<file path="config.mk">
export PLATFORM = sky130hd
export DESIGN_NAME = vlmv_queue
export DESIGN_NICKNAME = d
export VERILOG_FILES = /design/src/rtl/vlmv_pkg.sv /design/src/rtl/vlmv_queue.sv
export SDC_FILE = /design/constraint.sdc
export NUM_CORES = 1
export LEC_CHECK = 0
export BUFFER_PORTS_ARGS = -buffer_cell sky130_fd_sc_hd__buf_2
export CORE_ASPECT_RATIO = 1.25
export CORE_MARGIN = 2
export CORE_UTILIZATION = 56
export CTS_CLUSTER_SIZE = 30
export DETAILED_ROUTE_END_ITERATION = 8
export GPL_TIMING_DRIVEN = 0
export PLACE_DENSITY_LB_ADDON = 0.12
export SYNTH_ARGS = -nofsm -noshare
export SYNTH_HDL_FRONTEND = slang
export SYNTH_SLANG_ARGS = --single-unit
</file>
<file path="constraint.sdc">
create_clock -name clk -period 8.1 [get_ports clk]
set_input_delay 1.62 -clock clk [delete_from_list [all_inputs] [get_ports clk]]
set_output_delay 1.62 -clock clk [all_outputs]
set_load 0.02 [all_outputs]
</file>
<file path="src/rtl/vlmv_pkg.sv">
// Shared types and constants of the vertex label majority vote block.
// No dependencies; every other file of the block refers to this package.
`default_nettype none

package vlmv_pkg;

    // Defaults for the top-level parameters.
    localparam int MAX_VERTICES_DEF = 4096;
    localparam int LABEL_COUNT_DEF  = 8;
    localparam int COUNT_WIDTH_DEF  = 16;

    // Fixed field widths of the ports.
    localparam int VERTEX_W = 12;
    localparam int LABEL_W  = 3;
    localparam int CORNERS  = 3;

    // Depth of the queue between the front end and the back end.
    localparam int QUEUE_DEPTH = 2;

    // Item kinds.
    localparam logic KIND_VOTE  = 1'b0;
    localparam logic KIND_QUERY = 1'b1;

    // Hand labels cast no vote.
    localparam logic [LABEL_W-1:0] LEFT_HAND_LABEL  = 3'd6;
    localparam logic [LABEL_W-1:0] RIGHT_HAND_LABEL = 3'd7;

    // One classified operation as it travels through the queue.
    typedef struct packed {
        logic                               is_query;
        logic [CORNERS-1:0][VERTEX_W-1:0]   vtx;
        logic [CORNERS-1:0]                 corner_ok;
        logic [LABEL_W-1:0]                 label;
    } op_t;

    typedef enum logic [1:0] {
        BS_IDLE,
        BS_VOTE,
        BS_QWAIT,
        BS_SCAN
    } back_state_t;

    function automatic logic is_hand_label(input logic [LABEL_W-1:0] label);
        return (label == LEFT_HAND_LABEL) || (label == RIGHT_HAND_LABEL);
    endfunction

endpackage

`default_nettype wire

</file>
<file path="src/rtl/vlmv_queue.sv">
// Short operation queue between the front end and the back end.
// Depends on vlmv_pkg for the operation type and the depth.
`default_nettype none

module vlmv_queue (
    input  wire logic          clk,
    input  wire logic          rst_n,
    input  wire logic          push,
    input  wire vlmv_pkg::op_t push_op,
    input  wire logic          pop,
    output vlmv_pkg::op_t      head,
    output logic               empty,
    output logic               full
);

    localparam int DEPTH = vlmv_pkg::QUEUE_DEPTH;
    localparam int PTR_W = (DEPTH > 1) ? $clog2(DEPTH) : 1;
    localparam int CNT_W = $clog2(DEPTH + 1);

    vlmv_pkg::op_t    entries [DEPTH];
    logic [PTR_W-1:0] wr_ptr_reg, wr_ptr_next;
    logic [PTR_W-1:0] rd_ptr_reg, rd_ptr_next;
    logic [CNT_W-1:0] count_reg, count_next;

    assign empty = (count_reg == CNT_W'(0));
    assign full  = (count_reg == CNT_W'(DEPTH));
    assign head  = entries[rd_ptr_reg];

    always_comb
    begin
        wr_ptr_next = wr_ptr_reg;
        rd_ptr_next = rd_ptr_reg;
        if (push)
        begin
            wr_ptr_next = (wr_ptr_reg == PTR_W'(DEPTH - 1)) ? '0 : wr_ptr_reg + PTR_W'(1);
        end
        if (pop)
        begin
            rd_ptr_next = (rd_ptr_reg == PTR_W'(DEPTH - 1)) ? '0 : rd_ptr_reg + PTR_W'(1);
        end
        case ({push, pop})
            2'b10:   count_next = count_reg + CNT_W'(1);
            2'b01:   count_next = count_reg - CNT_W'(1);
            default: count_next = count_reg;
        endcase
    end

    always_ff @(posedge clk or negedge rst_n)
    begin
        if (!rst_n)
        begin
            wr_ptr_reg <= '0;
            rd_ptr_reg <= '0;
            count_reg  <= '0;
        end
        else
        begin
            wr_ptr_reg <= wr_ptr_next;
            rd_ptr_reg <= rd_ptr_next;
            count_reg  <= count_next;
        end
    end

    always_ff @(posedge clk)
    begin
        if (push)
        begin
            entries[wr_ptr_reg] <= push_op;
        end
    end

    a_no_push_when_full: assert property (@(posedge clk) disable iff (!rst_n)
        push |-> !full)
        else $error("queue written while full");

    a_no_pop_when_empty: assert property (@(posedge clk) disable iff (!rst_n)
        pop |-> !empty)
        else $error("queue read while empty");

endmodule

`default_nettype wire

</file>
==> results by group, run 1 <==
Worst setup path
  – CP startpoint kind: flip-flop
  – Crit-path max cell delay: 0.38 ns
  – Critical path's slowest cell: dfrtp_1
  – Worst EP required: 6.48 ns
  – Crit Path Max Fanout: 10
  – CP startpoint: rd_ptr_reg
  – Critical Path Sink Type: output port
  – Data arrival, critical path: 1.49 ns
  – Critical setup path kind: reg -> out
  – R2R Path Start: wr_ptr_reg
  – Worst path cell trace: buf_6 > buf_12 > mux2_4 > buf_2

Power
  – Worst IR drop on VDD: about 200 µV
  – Power Total: 1.55 mW
  – Total power divided by cell area: 359 nW/µm²
  – Leakage Power: 1.75 nW

Yosys
  – Synthesis Warnings: 0
  – Post-Syn Nets: 198
  – Top_reg_cell synth: edfxtp_1
  – Seq/Total Area, Yosys: 76.9%
  – Area contributors post-synth: edfxtp_1 74%, mux2_4 17%, dfrtp_1 2.9%, buf_12 2.3%, mux2_2 1.3%
  – Synth Instances: 150
  – Top cell type's share of synthesized area: roughly 74%
  – Syn_area_per_cell: 23.3 µm²
  – Most frequent cell after synthesis: edfxtp_1
  – Post-synth EDFFs: 86
  – Async set or reset register ratio after synthesis: under 10%
  – Post-synth top area cell: edfxtp_1
  – Synth Register Bits: 90
  – Post-Syn Area: 3490 µm²
  – Cell variety after synth: 13
  – Commonest cells post-synth: 86 x edfxtp_1, 39 x mux2_4, 4 x buf_12, 4 x dfrtp_1, 4 x mux2_2

Cells and area
  – Share of cells above drive strength 1: 60.2%
  – Max reg flops: 86
  – Fill cells: 414
  – Final Instance Count excl. Fillers: 344
  – Post-route cell area: 4310 µm²
  – Area of the multi-input gates: 719 µm²
  – Area growth, synth to finish: 23.5%
  – Ant. Diodes: 0
  – Register area: about 2700 µm²
  – Final nets: 302
  – Finished Core Util: around 70%

Global routing
  – Global-route wire length before repair: 7980 µm
  – Initial antenna violation count: 0
  – Pin count of the biggest net entering global routing: 33
  – Vias in the first global route: 1,717
  – Gr ovfl total: 0
  – Total GRT Usage: between 10% and 20%

Place
  – Placed insts: 328
  – HPWL after DPL: between 3000 and 4000 µm
  – DP Area: 4100 µm²
  – Port Buffers: 91
  – GPL Wtd Cong: around 0.66

Detailed routing
  – DRT Wirelength: 5260 µm
  – Post-route ant nets: 0
  – Starting DRT DRC Count: 92
  – Via count: 1,658
  – DR DRC count: 0
  – Via density: 4.82
  – Drt pass-1 iters: 4
  – Per-cell routed wire length: 15.3 µm

Floorplanning
  – Die Area: 6880 µm²
  – FP Rows: 32
  – I/O pin total: 92
  – Initial Util: 57.3%
  – Core footprint: 6090 µm²
  – Die Span Y: 92.2 µm
  – Die X-Extent: 74.6 µm

STA
  – Slew HR: between 70% and 80%
  – Clock skew: 0.00988 ns
  – RSZ-0062 raised after global routing: false
  – Tcrit/Tclk final: 38.4%
  – Fin. Hold Viols: 0
  – Fin crit period: between 3 and 4 ns
  – Setup violators final: 0
  – Fmax: about 320 MHz
  – Final Max Tran Viols: 0
  – Fin Setup TNS: 0 ns
  – Slew @ Worst Pin: 0.423 ns

Status
  – Status: finished, final reports clean

CTS
  – Post-CTS Setup Repair Bufs: 0
  – CTS tree: done
  – Root Buffer: clkbuf_8
  – # hold bufs at CTS: 0
  – Bufs on Longest Clock Path: 2
  – Clock buffer count from CTS: 9
  – CTS sink cnt: 90
  – H-tree depth: 3
  – Skew-Pair Late Insertion Delay: 0.35 ns
  – Clock Pin Slew Worst Setup and Hold Paths: roughly 0.08 ns
  – Post-CTS Resized: 0

Run
  – Max-cap violations: 0

Hold path
  – Hold WC Path Type: reg -> reg
  – Hold path startpoint: count_reg[1]
==> worst max-delay path: cells and delay by family (launching register included) <==
kind                   cells  cell delay [ns]
buffers and inverters      3             0.46
flip-flops                 1             0.38
multiplexers               1             0.30
==> cell families after synthesis <==
group	after synthesis	share of synthesized area, %
XOR/XNOR	5	1.26
adder cells (fa/ha/maj)	1	0.359
buffers and inverters	6	2.73
flip-flops	90	76.9
multiplexers	43	18.1
AND/OR/NAND/NOR	5	0.682
==> layer usage <==
layer	track usage [%]	wire length, µm	up-vias
met1	17.9	1910	799
li1	-	-	791
met4	6.25	66	0
met2	27.8	2920	61
met5	0	0	-
met3	7.14	366	7
==> power by group <==
group | switching [mW] | internal, mW | total [mW]
clock network | 0.144 | 0.173 | 0.317
logic | 0.303 | 0.283 | 0.586
registers | 0.0282 | 0.618 | 0.646
==> metrics by stage <==
step	setup WS [ns]	hold WS (ns)
5_1_grt	4.92	0.519
4_1_cts	4.97	0.511
3_3_place_gp	3.05	0.469
2_1_floorplan	4.17	0.456
3_5_place_dp	5.33	0.487
6_report	4.99	0.505
==> final timing paths <==
path,endpoint,slack [ns],depth (start not counted)
max reg2reg,entries[0][42],6.71,2
min,count_reg[1],0.51,1
min in group asynchronous,count_reg[1],1.06,1
max,head[24],4.99,4
max in group asynchronous,wr_ptr_reg,6.91,1
min reg2reg,count_reg[1],0.51,1
==> layout make-up <==
cell class | instances | area share, %
clock buffer | 11 | 3.05
clock inverter | 5 | 1.83
timing repair buffer | 93 | 11.5
sequential | 90 | 62.3
buffer | 5 | 2.12
multi-input combinational | 54 | 16.7
inverter | 1 | 0.0871
tap | 85 | 2.47
==> cells in the final DEF, fill, tap and decap left out <==
cell | synthesis | layout
buf_12 | 4 | 6
nor2b_1 | 1 | 1
bufinv_16 | 0 | 2
mux2_2 | 4 | 4
xnor2_1 | 2 | 2
inv_1 | 1 | 1
xor2_1 | 3 | 3
buf_6 | 1 | 1
clkinv_1 | 0 | 1
clkbuf_8 | 0 | 9
nor2_4 | 0 | 1
edfxtp_1 | 86 | 86
clkinvlp_4 | 0 | 2
mux2_4 | 39 | 39
dfrtp_1 | 4 | 4
ha_1 | 1 | 1
clkbuf_1 | 0 | 2
buf_2 | 0 | 91
nor2_1 | 3 | 2
and2_2 | 0 | 1
No activity file was read; power rests on OpenSTA's default activity.
==> inputs of run 2 (changes only) <==
ABC_AREA = 1   (was default)
CORE_UTILIZATION = 47   (was 56)
clock period = 2.51 ns   (was 8.1 ns; I/O delays follow)
==> results by group, run 2 <==
Cells and area
  – Most frequent cells in the layout: 93 x buf_2, 86 x edfxtp_1, 48 x inv_1, 48 x nand2_1, 38 x o21ai_0
  – Share of cells above drive strength 1: about a third
  – Final nets: 401
  – Commonest non-fill, non-tap cell in the layout: buf_2
  – Final Instance Count excl. Fillers: 449
  – Fill cells: 606
  – Max reg flops: 86
  – Area growth, synth to finish: 24.3%

Worst setup path
  – CP startpoint kind: flip-flop
  – Crit-path max cell delay: about 0.47 ns
  – Critical Path Sink Type: output port
  – CP Buf/Inv Count: 3
  – Crit Path Max Fanout: 10
  – Data arrival, critical path: 1.55 ns
  – Worst path cell trace: buf_4 > buf_6 > nand2_1 > o21ai_0 > buf_2
  – Critical setup path kind: reg -> out
  – Critical path's slowest cell: dfrtp_1
  – Worst EP required: 2.01 ns
  – Top delay family on crit path: buffers and inverters

Yosys
  – Synth Area in Adders: 0.370%
  – Compound-cell area share of the yosys netlist: 6.36%
  – Most frequent cell after synthesis: edfxtp_1
  – Largest family of logic cells by synthesized area: buffers and inverters
  – Post-Syn Nets: ~300
  – Post-synth top area cell: edfxtp_1
  – Post-synth EDFFs: 86
  – Commonest cells post-synth: 86 x edfxtp_1, 49 x inv_1, 48 x nand2_1
  – Syn_area_per_cell: 13.7 µm²
  – Synth Instances: 248
  – Synth Register Bits: 90
  – Async set or reset register ratio after synthesis: between 4 and 5%
  – Top cell type's share of synthesized area: 76.3%
  – Seq/Total Area, Yosys: about four fifths
  – Multiplexer share of the synthesized area: 0%
  – Area contributors post-synth: edfxtp_1 76%, o21ai_0 5.6%, inv_1 5.4%, nand2_1 5.3%, dfrtp_1 3.0%
  – Xor and xnor area share after synthesis: 0.776%
  – Cell variety after synth: 16
  – Top_reg_cell synth: edfxtp_1
  – Synthesis Warnings: 0
  – Post-Syn Area: 3390 µm²
  – Simple-gate share of the synthesized area: 5.99%

Floorplanning
  – FP Rows: 34
  – Initial Util: 48.5%
  – Die Area: approximately 7900 µm²
  – I/O pin total: 92
  – Die Span Y: between 90 and 100 µm
  – Core footprint: approximately 7000 µm²
  – Die X-Extent: about 80 µm

STA
  – Setup violators final: 0
  – Fin crit period: 2.05 ns
  – Tcrit/Tclk final: 81.8%
  – Worst setup margin: 0.457 ns
  – RSZ-0062 raised after global routing: false
  – Fin Setup TNS: 0 ns
  – Slew HR: between 60% and 70%
  – Final Max Tran Viols: 0
  – Clock skew: 0.00537 ns
  – Fmax: 487 MHz
  – Fin. Hold Viols: 0
  – Slew @ Worst Pin: 0.598 ns
  – Hold WS: 0.337 ns

Power
  – Power Total: 4.74 mW
  – Total power divided by cell area: 1130 nW/µm²
  – Leakage Power: 1.83 nW
  – Worst IR drop on VDD: 622 µV

Detailed routing
  – DR DRC count: 0
  – Starting DRT DRC Count: 145
  – Post-route ant nets: 0
  – Via count: 2,072
  – Drt pass-1 iters: 4
  – Via density: 4.61
  – Per-cell routed wire length: 13.3 µm
  – DRT Wirelength: 5950 µm

Place
  – Port Buffers: 91
  – Pre-CTS WS: 0.726 ns
  – Placed insts: 431
  – GPL Wtd Cong: slightly below 0.7
  – HPWL after DPL: ~4000 µm

CTS
  – CTS tree: done
  – Root Buffer: clkbuf_8
  – # hold bufs at CTS: 1
  – CTS sink cnt: 90
  – Clock Pin Slew Worst Setup and Hold Paths: 0.09 ns
  – Bufs on Longest Clock Path: 2
  – Skew-Pair Late Insertion Delay: about 0.35 ns
  – Clock buffer count from CTS: 9
  – H-tree depth: 3
  – Post-CTS Resized: 0
  – Post-CTS Setup Repair Bufs: 0

Run
  – Max-cap violations: 0

Global routing
  – Vias in the first global route: 2,042
  – Pin count of the biggest net entering global routing: 26
  – Global-route wire length before repair: 9120 µm
  – Initial antenna violation count: 0
  – Gr ovfl total: 0
  – Total GRT Usage: 15.6%

Status
  – Status: finished, final reports clean

Hold path
  – Hold WC Path Type: in -> reg
==> run 2: changes by cell type after synthesis, moves of 3 or more <==
cell	previous run	this run
o21ai_0	0	38
o21ai_1	0	5
mux2_2	4	0
buf_12	4	0
clkbuf_1	0	3
mux2_4	39	0
nand2_1	0	48
inv_1	1	49
==> run 2: layout make-up <==
class                           count  area, µm²  area share, %
Clock buffer                       11        131           3.12
Sequential cell                    90       2680           63.8
Clock inverter                      5       55.1           1.31
Inverter                           49        184           4.37
Antenna cell                        1       2.50         0.0595
Multi-Input combinational cell    100        464           11.0
Timing Repair Buffer               94        513           12.2
Buffer                              9       62.6           1.49
Tap cell                           90        113           2.68
==> run 2: stage by stage <==
| step | util, % | instance area (µm²) |
|---|---|---|
| finish | 60.3 | 4210 |
| global route | 60.3 | 4210 |
| floorplan | - | 3390 |
| CTS | 60.3 | 4210 |
| global placement | 56.7 | 3960 |
| detailed placement | 57.5 | 4010 |
==> run 2: logic make-up after synthesis <==
kind of cell	Yosys count
xor+xnor	3
buf+inv	58
simple gates	53
fa+ha+maj	1
flops	90
compound gates	43
==> run 2: path summary, 6_finish.rpt <==
| path | start | endpoint | slack, ns | cells past startpoint |
|---|---|---|---|---|
| worst max-delay path | rd_ptr_reg | head[16] | 0.46 | 5 |
| worst min-delay path | push_op[24] | entries[1][24] | 0.34 | 1 |
| worst max register to register | wr_ptr_reg | entries[0][5] | 1.00 | 2 |
| worst min register to register | count_reg[1] | count_reg[1] | 0.52 | 2 |
| max in group asynchronous | rst_n | count_reg[0] | 1.88 | 2 |
| min in group asynchronous | rst_n | wr_ptr_reg | 0.50 | 2 |
==> run 2: metal layers <==
layer	part of all wire (%)	vias up	GRT usage [%]
met5	0	-	0
met4	1.5	0	6.26
met3	6.9	10	6.14
met2	55	58	28.2
met1	37	963	15.8
li1	-	1041	-
==> run 2: worst reg2reg max path: stages (launching register included) <==
cell and delay, ns:
dfrtp_1 0.43, nor2_4 0.51, buf_12 0.27
==> run 2: power by group <==
group | internal (mW) | switching (mW)
sequential | 1.99 | 0.0993
combinational | 0.550 | 1.17
clock | 0.458 | 0.470
total | 3.00 | 1.74
==> inputs of run 3 (changes only) <==
ABC_AREA = 0   (was 1)
CORE_UTILIZATION = 52   (was 47)
clock period = 2.1 ns   (was 2.51 ns; I/O delays follow)
==> results by group, run 3 (synthesis gave the netlist of run 1 again) <==
Power
  – Leakage Power: 1.76 nW
  – Total power divided by cell area: 1370 nW/µm²
  – Worst IR drop on VDD: 897 µV
  – Power Total: just under 6 mW

Cells and area
  – Register area: between 2000 and 3000 µm²
  – Share of cells above drive strength 1: 60.0%
  – Final nets: between 300 and 400
  – Commonest non-fill, non-tap cell in the layout: buf_2
  – Ant. Diodes: 0
  – Fill cells: 503
  – Area of the multi-input gates: between 700 and 800 µm²
  – Area growth, synth to finish: 24.0%
  – Max reg flops: 86
  – Final Instance Count excl. Fillers: 347
  – Most frequent cells in the layout: 91 x buf_2, 86 x edfxtp_1, 39 x mux2_4

Detailed routing
  – DR DRC count: 0
  – Drt pass-1 iters: 4
  – Via density: 4.77
  – Via count: 1,655
  – Post-route ant nets: 0
  – Per-cell routed wire length: between 15 and 20 µm
  – Starting DRT DRC Count: 60
  – DRT Wirelength: about 5200 µm

Worst setup path
  – CP Buf/Inv Count: 3
  – Reg-to-Reg End: entries[0][0]
  – Worst path cell trace: buf_6 > buf_12 > mux2_4 > buf_2
  – Crit Path Max Fanout: 10
  – Data arrival, critical path: 1.48 ns
  – Top delay family on crit path: buffers and inverters
  – Critical setup path kind: reg -> out
  – CP startpoint kind: flip-flop
  – FF-to-FF setup slack: 0.52 ns
  – R2R Path Start: wr_ptr_reg
  – CP startpoint: rd_ptr_reg
  – Worst EP required: 1.68 ns
  – Critical path endpoint: head[34]
  – Critical Path Sink Type: output port
  – Crit. path cell count: 4
  – Crit-path max cell delay: 0.38 ns
  – Worst r2r path cells: 2
  – Critical path's slowest cell: dfrtp_1

STA
  – Slew HR: 51.9%
  – Fin crit period: 1.90 ns
  – Setup violators final: 0
  – Slew @ Worst Pin: slightly above 0.7 ns
  – RSZ-0062 raised after global routing: false
  – Worst setup margin: 0.196 ns
  – Final Max Tran Viols: 0
  – Fmax: around 530 MHz
  – Tcrit/Tclk final: just over 90%
  – Fin. Hold Viols: 0
  – Clock skew: between 0.003 and 0.004 ns

Global routing
  – Vias in the first global route: between 1,500 and 2,000
  – Pin count of the biggest net entering global routing: 23
  – Initial antenna violation count: 0
  – Global-route wire length before repair: 7790 µm
  – Gr ovfl total: 0
  – Total GRT Usage: about 15%

Floorplanning
  – Die X-Extent: ~77 µm
  – FP Rows: 33
  – I/O pin total: 92
  – Die Area: about 7400 µm²
  – Core footprint: 6520 µm²
  – Die Span Y: 95.6 µm
  – Initial Util: 53.5%

Hold path
  – Hold WC Path Type: in -> reg

CTS
  – CTS tree: done
  – Bufs on Longest Clock Path: 2
  – Clock buffer count from CTS: 9
  – Clock Pin Slew Worst Setup and Hold Paths: 0.08 ns
  – Post-CTS Resized: 0
  – H-tree depth: 3
  – Skew-Pair Late Insertion Delay: 0.34 ns
  – CTS sink cnt: 90
  – Root Buffer: clkbuf_8

Run
  – Max-cap violations: 0

Place
  – HPWL after DPL: 3530 µm
  – Port Buffers: 91
  – Pre-CTS WS: 0.344 ns
  – GPL Wtd Cong: around 0.63
  – Placed insts: 330

Status
  – Status: finished, final reports clean
[run 3: worst register-to-register path, cell delays in order (launching register included)]
cell	delay [ns]
dfrtp_1	0.43
nor2_4	0.60
buf_16	0.25
[run 3: final cells by class]
cell class                 count  area share [%]
inverter                       1          0.0868
sequential                    90            62.0
timing repair buffer          94            12.0
multi-input combinational     54            16.6
clock inverter                 2           0.868
clock buffer                  14            3.76
buffer                         5            2.11
tap                           87            2.52
[run 3: worst min path at each step]
stage | start | endpoint | slack, ns | depth (start not counted)
2_1_floorplan | rst_n | count_reg[0] | 0.12 | 0
3_3_place_gp | rst_n | count_reg[1] | 0.23 | 1
3_5_place_dp | rst_n | count_reg[1] | 0.23 | 1
4_1_cts | push_op[35] | entries[0][35] | 0.25 | 1
5_1_grt | push_op[42] | entries[0][42] | 0.23 | 1
6_report | push_op[19] | entries[0][19] | 0.27 | 1
[run 3: per-stage QoR]
step | utilization [%] | hold slack (ns) | area [µm²] | TNS, ns
2_1_floorplan | - | 0.124 | 3490 | 0
3_3_place_gp | 62.2 | 0.229 | 4060 | -47.23
3_5_place_dp | 63.1 | 0.233 | 4120 | 0
4_1_cts | 66.3 | 0.246 | 4330 | 0
5_1_grt | 66.3 | 0.235 | 4330 | 0
6_report | 66.3 | 0.265 | 4330 | 0
[run 3: timing repair]
item                      in CTS  in global routing
hold endpoints to repair       4                  0
hold buffers                   1                  0
setup buffers                  0                  0
[run 3: where the power goes]
part           internal, mW  switching (mW)  leakage, nW
clock                 0.617           0.527       0.0969
combinational          1.11            1.18        0.810
sequential             2.39           0.111        0.854
[run 3: metal layers]
| metal | track usage [%] | share of wire (%) | up-vias |
|---|---|---|---|
| met5 | 0 | 0 | - |
| met4 | 7.14 | 1.6 | 0 |
| met3 | 5.87 | 6.1 | 9 |
| met2 | 24.0 | 52 | 59 |
| met1 | 16.9 | 40 | 795 |
| li1 | - | - | 792 |
