[src/rtl/vlmv_pkg.sv]
// Shared types and constants of the vertex label majority vote block.
// No dependencies; every other file of the block refers to this package.
`default_nettype none

package vlmv_pkg;

    // Defaults for the top-level parameters.
    localparam int MAX_VERTICES_DEF = 4096;
    localparam int LABEL_COUNT_DEF  = 8;
    localparam int COUNT_WIDTH_DEF  = 16;

    // Fixed field widths of the ports.
    localparam int VERTEX_W = 12;
    localparam int LABEL_W  = 3;
    localparam int CORNERS  = 3;

    // Depth of the queue between the front end and the back end.
    localparam int QUEUE_DEPTH = 2;

    // Item kinds.
    localparam logic KIND_VOTE  = 1'b0;
    localparam logic KIND_QUERY = 1'b1;

    // Hand labels cast no vote.
    localparam logic [LABEL_W-1:0] LEFT_HAND_LABEL  = 3'd6;
    localparam logic [LABEL_W-1:0] RIGHT_HAND_LABEL = 3'd7;

    // One classified operation as it travels through the queue.
    typedef struct packed {
        logic                               is_query;
        logic [CORNERS-1:0][VERTEX_W-1:0]   vtx;
        logic [CORNERS-1:0]                 corner_ok;
        logic [LABEL_W-1:0]                 label;
    } op_t;

    typedef enum logic [1:0] {
        BS_IDLE,
        BS_VOTE,
        BS_QWAIT,
        BS_SCAN
    } back_state_t;

    function automatic logic is_hand_label(input logic [LABEL_W-1:0] label);
        return (label == LEFT_HAND_LABEL) || (label == RIGHT_HAND_LABEL);
    endfunction

endpackage

`default_nettype wire

[src/rtl/vlmv_back.sv]
// Back end: read-modify-write of the vote counters and the label search of a query.
// Depends on vlmv_pkg; drives the ports of vlmv_store.
`default_nettype none

module vlmv_back #(
    parameter int MAX_VERTICES = vlmv_pkg::MAX_VERTICES_DEF,
    parameter int LABEL_COUNT  = vlmv_pkg::LABEL_COUNT_DEF,
    parameter int COUNT_WIDTH  = vlmv_pkg::COUNT_WIDTH_DEF,
    localparam int ADDR_W      = $clog2(MAX_VERTICES),
    localparam int BANK_W      = $clog2(LABEL_COUNT)
) (
    input  wire logic                                   clk,
    input  wire logic                                   rst_n,
    input  wire vlmv_pkg::op_t                          q_head,
    input  wire logic                                   q_empty,
    output logic                                        pop,
    output logic                                        rd_en,
    output logic [ADDR_W-1:0]                           rd_addr,
    input  wire logic [LABEL_COUNT-1:0][COUNT_WIDTH-1:0] rd_data,
    output logic                                        wr_en,
    output logic [BANK_W-1:0]                           wr_bank,
    output logic [ADDR_W-1:0]                           wr_addr,
    output logic [COUNT_WIDTH-1:0]                      wr_data,
    output logic                                        done,
    output logic [vlmv_pkg::VERTEX_W-1:0]               result_vtx,
    output logic [vlmv_pkg::LABEL_W-1:0]                winning_label,
    output logic                                        label_valid
);

    vlmv_pkg::back_state_t state_reg, state_next;
    vlmv_pkg::op_t         op_reg, op_next;
    logic [1:0]            corner_reg, corner_next;

    // Write stage of the counter update and the write it made in the previous cycle.
    logic                   w_valid_reg, w_valid_next;
    logic [ADDR_W-1:0]      w_addr_reg, w_addr_next;
    logic [BANK_W-1:0]      w_bank_reg, w_bank_next;
    logic                   lw_valid_reg, lw_valid_next;
    logic [ADDR_W-1:0]      lw_addr_reg;
    logic [BANK_W-1:0]      lw_bank_reg;
    logic [COUNT_WIDTH-1:0] lw_data_reg;
    logic [COUNT_WIDTH-1:0] old_count;

    // Label search of a query.
    logic [BANK_W-1:0]      lbl_reg, lbl_next;
    logic [BANK_W-1:0]      best_lbl_reg, best_lbl_next;
    logic [COUNT_WIDTH-1:0] best_cnt_reg, best_cnt_next;
    logic [COUNT_WIDTH-1:0] scan_cnt;
    logic                   scan_better;
    logic [BANK_W-1:0]      cand_lbl;
    logic [COUNT_WIDTH-1:0] cand_cnt;
    logic                   found;

    logic                            done_reg, done_next;
    logic [vlmv_pkg::VERTEX_W-1:0]   result_vtx_reg, result_vtx_next;
    logic [vlmv_pkg::LABEL_W-1:0]    winning_label_reg, winning_label_next;
    logic                            label_valid_reg, label_valid_next;

    assign done          = done_reg;
    assign result_vtx    = result_vtx_reg;
    assign winning_label = winning_label_reg;
    assign label_valid   = label_valid_reg;

    // Counter update: the write of the previous corner is not yet in the read data.
    always_comb
    begin
        if (lw_valid_reg && (lw_addr_reg == w_addr_reg) && (lw_bank_reg == w_bank_reg))
        begin
            old_count = lw_data_reg;
        end
        else
        begin
            old_count = rd_data[w_bank_reg];
        end
        wr_en   = w_valid_reg;
        wr_bank = w_bank_reg;
        wr_addr = w_addr_reg;
        wr_data = (&old_count) ? old_count : old_count + COUNT_WIDTH'(1);
        lw_valid_next = w_valid_reg;
    end

    always_comb
    begin
        state_next   = state_reg;
        op_next      = op_reg;
        corner_next  = corner_reg;
        pop          = 1'b0;
        rd_en        = 1'b0;
        rd_addr      = ADDR_W'(op_reg.vtx[corner_reg]);
        w_valid_next = 1'b0;
        w_addr_next  = ADDR_W'(op_reg.vtx[corner_reg]);
        w_bank_next  = BANK_W'(op_reg.label);
        lbl_next      = lbl_reg;
        best_lbl_next = best_lbl_reg;
        best_cnt_next = best_cnt_reg;
        done_next          = 1'b0;
        result_vtx_next    = result_vtx_reg;
        winning_label_next = winning_label_reg;
        label_valid_next   = label_valid_reg;

        scan_cnt    = rd_data[lbl_reg];
        scan_better = scan_cnt > best_cnt_reg;
        cand_lbl    = scan_better ? lbl_reg : best_lbl_reg;
        cand_cnt    = scan_better ? scan_cnt : best_cnt_reg;
        found       = op_reg.corner_ok[0] && (cand_cnt != '0);

        unique case (state_reg)
            vlmv_pkg::BS_IDLE:
            begin
                if (!q_empty)
                begin
                    pop         = 1'b1;
                    op_next     = q_head;
                    corner_next = '0;
                    state_next  = q_head.is_query ? vlmv_pkg::BS_QWAIT : vlmv_pkg::BS_VOTE;
                end
            end
            vlmv_pkg::BS_VOTE:
            begin
                rd_en        = 1'b1;
                w_valid_next = op_reg.corner_ok[corner_reg];
                if (corner_reg == 2'd2)
                begin
                    corner_next = '0;
                    if (!q_empty)
                    begin
                        pop        = 1'b1;
                        op_next    = q_head;
                        state_next = q_head.is_query ? vlmv_pkg::BS_QWAIT : vlmv_pkg::BS_VOTE;
                    end
                    else
                    begin
                        state_next = vlmv_pkg::BS_IDLE;
                    end
                end
                else
                begin
                    corner_next = corner_reg + 2'd1;
                end
            end
            vlmv_pkg::BS_QWAIT:
            begin
                rd_addr = ADDR_W'(op_reg.vtx[0]);
                // Wait out a pending counter write so that the read sees it.
                if (!w_valid_reg)
                begin
                    rd_en         = 1'b1;
                    lbl_next      = '0;
                    best_lbl_next = '0;
                    best_cnt_next = '0;
                    state_next    = vlmv_pkg::BS_SCAN;
                end
            end
            vlmv_pkg::BS_SCAN:
            begin
                best_lbl_next = cand_lbl;
                best_cnt_next = cand_cnt;
                if (lbl_reg == BANK_W'(LABEL_COUNT - 1))
                begin
                    done_next          = 1'b1;
                    result_vtx_next    = op_reg.vtx[0];
                    label_valid_next   = found;
                    winning_label_next = found ? cand_lbl[vlmv_pkg::LABEL_W-1:0] : '0;
                    state_next         = vlmv_pkg::BS_IDLE;
                end
                else
                begin
                    lbl_next = lbl_reg + BANK_W'(1);
                end
            end
            default:
            begin
                state_next = vlmv_pkg::BS_IDLE;
            end
        endcase
    end

    always_ff @(posedge clk or negedge rst_n)
    begin
        if (!rst_n)
        begin
            state_reg    <= vlmv_pkg::BS_IDLE;
            corner_reg   <= '0;
            w_valid_reg  <= 1'b0;
            lw_valid_reg <= 1'b0;
            lbl_reg      <= '0;
            done_reg     <= 1'b0;
        end
        else
        begin
            state_reg    <= state_next;
            corner_reg   <= corner_next;
            w_valid_reg  <= w_valid_next;
            lw_valid_reg <= lw_valid_next;
            lbl_reg      <= lbl_next;
            done_reg     <= done_next;
        end
    end

    always_ff @(posedge clk)
    begin
        op_reg            <= op_next;
        w_addr_reg        <= w_addr_next;
        w_bank_reg        <= w_bank_next;
        lw_addr_reg       <= w_addr_reg;
        lw_bank_reg       <= w_bank_reg;
        lw_data_reg       <= wr_data;
        best_lbl_reg      <= best_lbl_next;
        best_cnt_reg      <= best_cnt_next;
        result_vtx_reg    <= result_vtx_next;
        winning_label_reg <= winning_label_next;
        label_valid_reg   <= label_valid_next;
    end

    a_done_after_scan: assert property (@(posedge clk) disable iff (!rst_n)
        done_reg |-> $past(state_reg) == vlmv_pkg::BS_SCAN)
        else $error("result strobe without a finished label search");

    a_write_follows_vote_read: assert property (@(posedge clk) disable iff (!rst_n)
        w_valid_reg |-> $past(state_reg) == vlmv_pkg::BS_VOTE)
        else $error("counter write without a vote read one cycle before");

    a_no_write_during_scan: assert property (@(posedge clk) disable iff (!rst_n)
        state_reg == vlmv_pkg::BS_SCAN |-> !wr_en)
        else $error("counter write while a query reads the banks");

endmodule

`default_nettype wire

[config.mk]
export PLATFORM = sky130hd
export DESIGN_NAME = vlmv_back
export DESIGN_NICKNAME = d
export VERILOG_FILES = /design/src/rtl/vlmv_pkg.sv /design/src/rtl/vlmv_back.sv
export SDC_FILE = /design/constraint.sdc
export NUM_CORES = 1
export LEC_CHECK = 0
export ABC_AREA = 1
export BUFFER_PORTS_ARGS = -buffer_cell sky130_fd_sc_hd__buf_2
export CORE_MARGIN = 3
export CORE_UTILIZATION = 48
export CTS_BUF_LIST = sky130_fd_sc_hd__clkbuf_4 sky130_fd_sc_hd__clkbuf_8 sky130_fd_sc_hd__clkbuf_16
export CTS_CLUSTER_SIZE = 12
export DETAILED_ROUTE_END_ITERATION = 16
export HOLD_SLACK_MARGIN = 0.06
export PLACE_DENSITY = 0.77
export SLEW_MARGIN = 20
export SYNTH_ARGS = -nofsm -noshare
export SYNTH_HDL_FRONTEND = slang
export SYNTH_SLANG_ARGS = --single-unit
[constraint.sdc]
create_clock -name clk -period 4.4 [get_ports clk]
set_clock_uncertainty 0.2 [all_clocks]
set_input_delay 0.88 -clock clk [delete_from_list [all_inputs] [get_ports clk]]
set_output_delay 0.88 -clock clk [all_outputs]
set_load 0.02 [all_outputs]
==> impl_metrics.env, run 1 <==
export IMPL_status="finished, final reports clean"
export IMPL_register_area_sq_um=3500
export IMPL_vdd_drop_max_v=0.000500
export IMPL_worstSetupPathType="reg2out"
export IMPL_rsz0062_at_grt="no"
export IMPL_final_common_cell="nand2_1"
export IMPL_grt_pass1_wl_mm=41.2
export IMPL_layout_drive_gt1_share=0.244
export IMPL_yosys_warnings=0
export IMPL_ios=237
export IMPL_die_w_um=139
export IMPL_drc=0
export IMPL_gp_congestion=1.08
export IMPL_crit_start="wr_bank[2]"
export IMPL_ys_async_sr_fraction=0.0752
export IMPL_synth_seq_cells=133
export IMPL_fillers=1627
export IMPL_swShare=0.473
export IMPL_antenna_left=0
export IMPL_syn_nets=1363
export IMPL_critPathMaxFanout=19
export IMPL_multi_input_area_sq_um=4220
export IMPL_initial_core_util=0.491
export IMPL_hold_viol_final=0
export IMPL_combPwrFrac=0.542
export IMPL_grt_met1_usage=0.337
export IMPL_ctsRootBufferMaster="clkbuf_16"
export IMPL_die_h_um=139
export IMPL_wl_per_cell_um=16.3
export IMPL_worstMarginPinSlew_ns=1.05
export IMPL_viasPerCell=5.42
export IMPL_rows=48
export IMPL_p_leak_nw=4.97
export IMPL_fin_crit_ns=4.16
export IMPL_use_met3=0.0769
export IMPL_gr_total_overflow=0
export IMPL_start_kind="flop"
export IMPL_max_freq_ghz=0.241
export IMPL_holdCritPathClass="in2async"
export IMPL_switchingPower_w=0.00349
export IMPL_largest_reg_flops=39
export IMPL_path_clk_slew_ns=0.06
export IMPL_critPathRequiredTime_ns=3.32
export IMPL_use_met2=0.426
export IMPL_route_vias_total=8780
export IMPL_drt_iter0_markers=728
export IMPL_seq_area_frac_synth=0.410
export IMPL_pwr_share_clk=0.173
export IMPL_slew_headroom=0.300
export IMPL_ys_types=40
export IMPL_crit_arrival_ns=3.08
export IMPL_power_density_nw_per_um2=710
export IMPL_grt_pass1_vias=8192
export IMPL_rr_worst_depth=23
export IMPL_instances_no_fill=1619
export IMPL_routed_wl_mm=26.3
export IMPL_die_area_sq_um=19300
export IMPL_fin_nets=1575
export IMPL_critical_path_endpoint_type="primary output"
export IMPL_r2r_start="lbl_reg[0]"
export IMPL_gr_max_usage_layer="met2"
export IMPL_maxCapViolations=0
export IMPL_yosys_most_used_dff="edfxtp_1"
export IMPL_coreArea_sq_um=17300
export IMPL_area_growth_pct=22.4
export IMPL_cts_tree="done"
export IMPL_holdBufCountCts=0
export IMPL_syn_area_sq_um=8500
export IMPL_dp_cells=1582
export IMPL_cts_max_level=4
export IMPL_place_hpwl_mm=19.6
export IMPL_p_int_w=0.00388
export IMPL_fin_util=0.601
export IMPL_clockBufferDepth=2
export IMPL_antenna_found_initial=6
export IMPL_synth_edf_count=77
export IMPL_synth_avg_cell_area_sq_um=7.29
export IMPL_netlist_instances=1166
export IMPL_final_max_slew_viol_count=0
export IMPL_seqPwrFrac=0.285
export IMPL_portBuffers=236
export IMPL_cts_num_sinks=133
export IMPL_cts_buffers=17
export IMPL_min_period_over_period=0.945
export IMPL_clkLatencyLatePin_ns=0.42
export IMPL_tns_ns=0
export IMPL_finalSetupViolCount=0
export IMPL_placed_area_sq_um=9820
export IMPL_track_usage=0.264
export IMPL_fin_area_sq_um=10400
export IMPL_drt_first_pass_iters=5
export IMPL_final_cell_mix="nand2_1 (263), buf_2 (236), o21ai_0 (179), inv_1 (128), nor2_1 (112)"
export IMPL_grt_max_degree=83
==> what timing repair did <==
action,in CTS,in global routing
resized for setup,0,4
setup buffers,0,2
endpoints found under the setup margin,0,20
==> synth_stat cells (3+ instances only) <==
cell	instances	area (sq um)
dfxtp_1	46	921
a21oi_1	89	445
ha_1	23	288
edfxtp_1	77	2310
o211ai_1	16	120
buf_6	8	90.1
or2_2	5	31.3
nand3_1	50	250
a21oi_2	3	26.3
nor2_4	5	56.3
o21a_1	4	30.0
buf_2	15	75.1
nor2_2	4	25.0
nand2_2	13	81.3
nand2_1	263	987
dfrtp_1	10	250
o21ai_0	180	901
buf_1	3	11.3
buf_4	5	37.5
inv_1	128	480
nand3_2	11	110
nor2_1	112	420
nand3b_1	14	105
clkbuf_1	32	120
o21ai_1	29	145
==> kinds of logic (layout without fill, tap and decap cells) <==
family / Yosys count / in the layout / share of synthesized area
buffers and inverters: 193 / 418 / 0.0975
AO/OA/AOI/OAI: 329 / 329 / 0.204
other: 0 / 3 / 0
adder cells (fa/ha/maj): 23 / 23 / 0.0339
AND/OR/NAND/NOR: 483 / 483 / 0.249
flip-flops: 133 / 133 / 0.410
XOR/XNOR: 5 / 5 / 0.00604
==> cell type report <==
type,count,area share
inverter,129,0.0471
timing repair buffer,257,0.132
sequential,133,0.336
multi-input combinational,840,0.406
clock inverter,15,0.00987
clock buffer,17,0.0409
antenna,3,0.000722
tap,225,0.0271
==> stage by stage <==
| stage | hold WS, ns | power (W) | setup slack, ns |
|---|---|---|---|
| detailed placement | 0.138 | 0.00605 | 0.356 |
| finish | 0.132 | 0.00738 | 0.243 |
| floorplan | 0.123 | 0.00490 | 0.933 |
| global route | 0.133 | 0.00799 | 0.00808 |
| CTS | 0.127 | 0.00735 | 0.0695 |
| global placement | 0.126 | 0.00599 | 0.478 |
==> power by group through the flow <==
stage,clock network (W),registers [W],logic [W]
2_1_floorplan,0,0.00208,0.00283
3_3_place_gp,0,0.00212,0.00387
3_5_place_dp,0,0.00213,0.00392
4_1_cts,0.00129,0.00211,0.00395
5_1_grt,0.00135,0.00215,0.00450
6_report,0.00128,0.00210,0.00400
==> path summary, 6_finish.rpt <==
| kind | endpoint | slack [ns] |
|---|---|---|
| worst min register to register | wr_bank[1] | 0.15 |
| max in group asynchronous | lbl_reg[0] | 3.63 |
| worst min-delay path | done | 0.13 |
| worst max-delay path | wr_data[0] | 0.24 |
| min in group clk | wr_bank[1] | 0.15 |
| worst max register to register | winning_label[0] | 0.45 |
==> per-layer routing <==
metal  wire (um)  share of wire
met1       10500           0.40
met2       12000           0.46
met3        2970           0.11
met4         870          0.033
met5          22        0.00084
==> worst max-delay path, cell delays in order (launching register included) <==
cell and delay, ns:
dfxtp_1 0.33, buf_4 0.23, inv_1 0.54, nand2_1 0.12, nand2_1 0.08, inv_1 0.04
nand2_1 0.05, nand2_1 0.06, inv_1 0.09, ha_2 0.24, nand2_1 0.15, nor2_4 0.19
nand2_4 0.17, nand2_1 0.10, nand2_1 0.08, buf_2 0.16
Power figures use the tool's default switching activity.
==> inputs of run 2 (changes only) <==
==> constraint.sdc (replaced) <==
create_clock -name clk -period 4.4 [get_ports clk]
set_clock_uncertainty 0.2 [all_clocks]
set_input_delay 0.22 -clock clk [delete_from_list [all_inputs] [get_ports clk]]
set_output_delay 0.22 -clock clk [all_outputs]
set_load 0.02 [all_outputs]
==> impl_metrics.env, run 2 (synthesis gave the netlist of run 1 again) <==
export IMPL_hold_viol_final=0
export IMPL_grt_pass1_wl_mm=43.6
export IMPL_total_power_w=0.00746
export IMPL_crit_path_top_delay_cell="dfxtp_4"
export IMPL_fillers=1529
export IMPL_coreArea_sq_um=17300
export IMPL_drt_iter0_markers=575
export IMPL_swShare=0.472
export IMPL_viasPerCell=5.36
export IMPL_crit_chain="inv_6, o22ai_2, nor2_1, nand2_1, nor2_4, nand2_4, o21ai_2, ha_1, nand2_1, nor2_4, nand2_4, nand3_1, buf_2"
export IMPL_fin_area_sq_um=10800
export IMPL_grt_max_degree=70
export IMPL_final_max_slew_viol_count=0
export IMPL_dp_cells=1577
export IMPL_grt_pass1_vias=8354
export IMPL_placed_area_sq_um=9760
export IMPL_hold_start="w_bank_next[1]"
export IMPL_critPathRequiredTime_ns=3.98
export IMPL_holdCritPathClass="reg2reg"
export IMPL_place_hpwl_mm=19.3
export IMPL_maxCapViolations=0
export IMPL_max_freq_ghz=0.248
export IMPL_tns_ns=0
export IMPL_die_h_um=139
export IMPL_combPwrFrac=0.534
export IMPL_route_vias_total=8907
export IMPL_routed_wl_mm=28.1
export IMPL_portBuffers=236
export IMPL_final_common_cell="nand2_1"
export IMPL_worstMarginPinSlew_ns=1.11
export IMPL_p_leak_nw=5.15
export IMPL_wl_met3_mm=2.58
export IMPL_slew_headroom=0.257
export IMPL_die_w_um=139
export IMPL_pwr_share_clk=0.182
export IMPL_cts_num_sinks=133
export IMPL_initial_core_util=0.491
export IMPL_drt_met1_wl_mm=11.4
export IMPL_critical_path_endpoint_type="primary output"
export IMPL_start_kind="flop"
export IMPL_switchingPower_w=0.00352
export IMPL_power_density_nw_per_um2=690
export IMPL_ios=237
export IMPL_ctsRootBufferMaster="clkbuf_16"
export IMPL_crit_arrival_ns=3.61
export IMPL_area_growth_pct=27.3
export IMPL_wl_per_cell_um=16.9
export IMPL_rsz0062_at_grt="no"
export IMPL_drc=0
export IMPL_rr_worst_depth=23
export IMPL_antenna_left=0
export IMPL_fin_crit_ns=4.03
export IMPL_dr_wl_met2_mm=13.2
export IMPL_gr_total_overflow=0
export IMPL_die_area_sq_um=19300
export IMPL_critPathMaxFanout=36
export IMPL_cts_max_level=4
export IMPL_instances_no_fill=1661
export IMPL_gp_congestion=0.958
export IMPL_vdd_drop_max_v=0.000457
export IMPL_finalSetupViolCount=0
export IMPL_path_clk_slew_ns=0.06
export IMPL_rows=48
export IMPL_cts_tree="done"
export IMPL_track_usage=0.280
export IMPL_layout_drive_gt1_share=0.234
export IMPL_antenna_found_initial=9
export IMPL_min_period_over_period=0.915
export IMPL_clkLatencyLatePin_ns=0.42
export IMPL_r2r_start="lbl_reg[0]"
export IMPL_drt_first_pass_iters=5
export IMPL_holdPathStages=0
export IMPL_cts_buffers=17
export IMPL_status="finished, final reports clean"
export IMPL_seqPwrFrac=0.285
export IMPL_worstSetupPathType="reg2out"
export IMPL_final_cell_mix="nand2_1 (263), buf_2 (236), o21ai_0 (179), inv_1 (128), nor2_1 (112)"
export IMPL_crit_start="wr_bank[0]"
export IMPL_largest_reg_flops=39
export IMPL_clockBufferDepth=2
export IMPL_top_layer_used="met5"
export IMPL_max_stage_delay_ns=0.47
export IMPL_p_int_w=0.00394
export IMPL_fin_nets=1615
==> run 2: cell types whose count changed in the layout (fill, tap and decap cells not counted), moves of 2 or more <==
cell	before	now
buf_4	18	13
clkinv_1	3	1
clkinv_4	1	4
diode_2	3	5
dlygate4sd3_1	0	46
inv_6	7	4
o21ai_2	0	2
o21ai_4	2	0
==> run 2: worst paths after layout <==
path,endpoint,slack [ns]
max in group asynchronous,lbl_reg[1],2.93
worst max-delay path,wr_data[9],0.37
worst max register to register,label_valid,0.56
min in group asynchronous,state_reg[0],0.67
worst min register to register,wr_bank[1],0.14
worst min-delay path,wr_bank[1],0.14
==> run 2: per-stage QoR <==
stage | utilization | setup slack [ns] | hold slack [ns]
after floorplan | - | 1.05 | -0.276
after global placement | 0.564 | 0.518 | -0.0957
after detailed placement | 0.564 | 0.455 | -0.0892
after CTS | 0.623 | 0.257 | 0.142
after global routing | 0.625 | 0.0166 | 0.150
final | 0.625 | 0.375 | 0.142
==> run 2: critical path: cells and delay by family, from the launching register on <==
kind            cells  cell delay [ns]
buf+inv             2             0.36
flops               1             0.47
fa+ha+maj           1             0.36
compound gates      2             0.38
simple gates        8             1.59
==> run 2: what timing repair did <==
item	CTS	global route
gates resized for setup	0	1
buffers inserted	0	1
endpoints found under the hold margin	56	0
hold buffers	46	0
endpoints found under the setup margin	0	11
==> run 2: area by class of cell <==
type	count	area, sq um	share of cell area
Tap cell	225	282	0.0260
Timing Repair Buffer	297	1780	0.164
Clock inverter	14	128	0.0118
Multi-Input combinational cell	840	4200	0.388
Clock buffer	18	433	0.0400
Sequential cell	133	3490	0.323
Inverter	129	489	0.0452
Antenna cell	5	12.5	0.00116
==> run 2: power groups by stage <==
stage / combinational [W] / clock [W] / sequential, W
finish: 0.00398 / 0.00135 / 0.00212
global route: 0.00447 / 0.00142 / 0.00218
CTS: 0.00390 / 0.00136 / 0.00213
detailed placement: 0.00385 / 0 / 0.00215
global placement: 0.00379 / 0 / 0.00214
floorplan: 0.00283 / 0 / 0.00208
==> run 2: routing by layer <==
metal,global-route usage,vias to the layer above
met5,0,-
met1,0.352,4021
met2,0.460,434
met3,0.0852,54
li1,-,4386
met4,0.0999,12
==> inputs of run 3 (changes only) <==
- CTS_BUF_LIST: sky130_fd_sc_hd__clkbuf_4 sky130_fd_sc_hd__clkbuf_8 sky130_fd_sc_hd__clkbuf_16 -> default
- SKIP_LAST_GASP: default -> 1
==> impl_metrics.env, run 3 (synthesis gave the netlist of run 1 again) <==
export IMPL_status="finished, final reports clean"
export IMPL_drt_iter0_markers=610
export IMPL_holdCritPathClass="reg2reg"
export IMPL_crit_start="wr_bank[0]"
export IMPL_final_common_cell="nand2_1"
export IMPL_ctsRootBufferMaster="clkbuf_16"
export IMPL_max_freq_ghz=0.248
export IMPL_clkLatencyLatePin_ns=0.43
export IMPL_cts_max_level=4
export IMPL_largest_reg_flops=39
export IMPL_antenna_left=0
export IMPL_rsz0062_at_grt="no"
export IMPL_worstMarginPinSlew_ns=1.11
export IMPL_worstSetupPathType="reg2out"
export IMPL_gp_congestion=0.958
export IMPL_fillers=1528
export IMPL_critical_path_top_delay_family="simple AND/OR/NAND/NOR gates"
export IMPL_portBuffers=236
export IMPL_crit_arrival_ns=3.61
export IMPL_hold_start="w_bank_next[0]"
export IMPL_critPathRequiredTime_ns=3.98
export IMPL_critPathMaxFanout=36
export IMPL_ios=237
export IMPL_drt_first_pass_iters=5
export IMPL_viasPerCell=5.39
export IMPL_critical_path_endpoint_type="primary output"
export IMPL_grt_max_degree=70
export IMPL_cts_num_sinks=133
export IMPL_fin_crit_ns=4.03
export IMPL_switchingPower_w=0.00352
export IMPL_route_vias_total=8946
export IMPL_hold_ws_ns=0.141
export IMPL_final_cell_mix="nand2_1 (263), buf_2 (236), o21ai_0 (179), inv_1 (128), nor2_1 (112)"
export IMPL_grt_pass1_wl_mm=43.5
export IMPL_cp_num_buf_inv=2
export IMPL_dp_cells=1577
export IMPL_start_kind="flop"
export IMPL_rows=48
export IMPL_r2r_start="lbl_reg[0]"
export IMPL_register_area_sq_um=3490
export IMPL_fin_nets=1615
export IMPL_track_usage=0.280
export IMPL_die_w_um=139
export IMPL_die_h_um=139
export IMPL_final_max_slew_viol_count=0
export IMPL_p_leak_nw=5.14
export IMPL_drc=0
export IMPL_multi_input_area_sq_um=4200
export IMPL_vdd_drop_max_v=0.000443
export IMPL_place_hpwl_mm=19.3
export IMPL_routed_wl_mm=28.1
export IMPL_pwr_share_clk=0.181
export IMPL_crit_chain="inv_6, o22ai_2, nor2_1, nand2_1, nor2_4, nand2_4, o21ai_2, ha_1, nand2_1, nor2_4, nand2_4, nand3_1, buf_2"
export IMPL_maxCapViolations=0
export IMPL_grt_pass1_vias=8323
export IMPL_power_density_nw_per_um2=690
export IMPL_layout_drive_gt1_share=0.233
export IMPL_area_growth_pct=27.3
export IMPL_path_clk_slew_ns=0.06
export IMPL_swShare=0.472
export IMPL_clockBufferDepth=2
export IMPL_hold_viol_final=0
export IMPL_die_area_sq_um=19300
export IMPL_cts_tree="done"
export IMPL_slew_headroom=0.263
export IMPL_tns_ns=0
export IMPL_p_int_w=0.00394
export IMPL_crit_path_top_delay_cell="dfxtp_4"
export IMPL_wl_per_cell_um=16.9
export IMPL_cts_buffers=17
export IMPL_min_period_over_period=0.916
export IMPL_antenna_found_initial=9
export IMPL_finalSetupViolCount=0
export IMPL_coreArea_sq_um=17300
export IMPL_gr_total_overflow=0
export IMPL_instances_no_fill=1661
export IMPL_seqPwrFrac=0.285
export IMPL_combPwrFrac=0.534
export IMPL_max_stage_delay_ns=0.47
export IMPL_initial_core_util=0.491
-- run 3: cell counts in the layout (fill, tap and decap cells not counted) --
No cell type changed its count.
-- run 3: metal layers --
layer  share of wire  routed length, um  vias to the layer above  GRT usage
li1                -                  -                     4379          -
met2            0.47              13200                      451      0.460
met1            0.40              11300                     4045      0.353
met4           0.030                837                       12     0.0999
met5          0.0023                 65                        -          0
met3           0.096               2710                       59     0.0821
-- run 3: metrics by stage --
| stage | util | power (W) | cell area (sq um) | worst slack, ns |
|---|---|---|---|---|
| detailed placement | 0.564 | 0.00599 | 9760 | 0.455 |
| global placement | 0.564 | 0.00592 | 9760 | 0.518 |
| floorplan | - | 0.00490 | 8500 | 1.05 |
| finish | 0.625 | 0.00746 | 10800 | 0.368 |
| CTS | 0.623 | 0.00738 | 10800 | 0.256 |
| global route | 0.625 | 0.00807 | 10800 | 0.0166 |
-- run 3: power by group through the flow --
stage	combinational, W	clock [W]	sequential (W)
6_report	0.00398	0.00135	0.00212
3_5_place_dp	0.00385	0	0.00215
5_1_grt	0.00447	0.00142	0.00218
3_3_place_gp	0.00379	0	0.00214
2_1_floorplan	0.00283	0	0.00208
4_1_cts	0.00390	0.00135	0.00213
-- run 3: final cells by class --
cell class,instances,area share
antenna,5,0.00116
timing repair buffer,297,0.165
sequential,133,0.323
tap,225,0.0260
inverter,129,0.0452
multi-input combinational,840,0.388
clock buffer,18,0.0397
clock inverter,14,0.0118
-- run 3: path summary, 6_finish.rpt --
check                                     to  slack (ns)  depth (start not counted)
worst max-delay path              wr_data[9]        0.37                         13
worst min-delay path              wr_bank[0]        0.14                          0
worst max register to register   label_valid        0.57                         23
worst min register to register    wr_bank[0]        0.14                          0
max in group asynchronous         lbl_reg[1]        2.93                          3
min in group asynchronous       state_reg[0]        0.68                          3
-- run 3: what timing repair did --
action | CTS | global route
endpoints found under the setup margin | 0 | 9
endpoints found under the hold margin | 56 | 0
setup buffers | 0 | 1
resized for setup | 0 | 1
hold buffers | 46 | 0
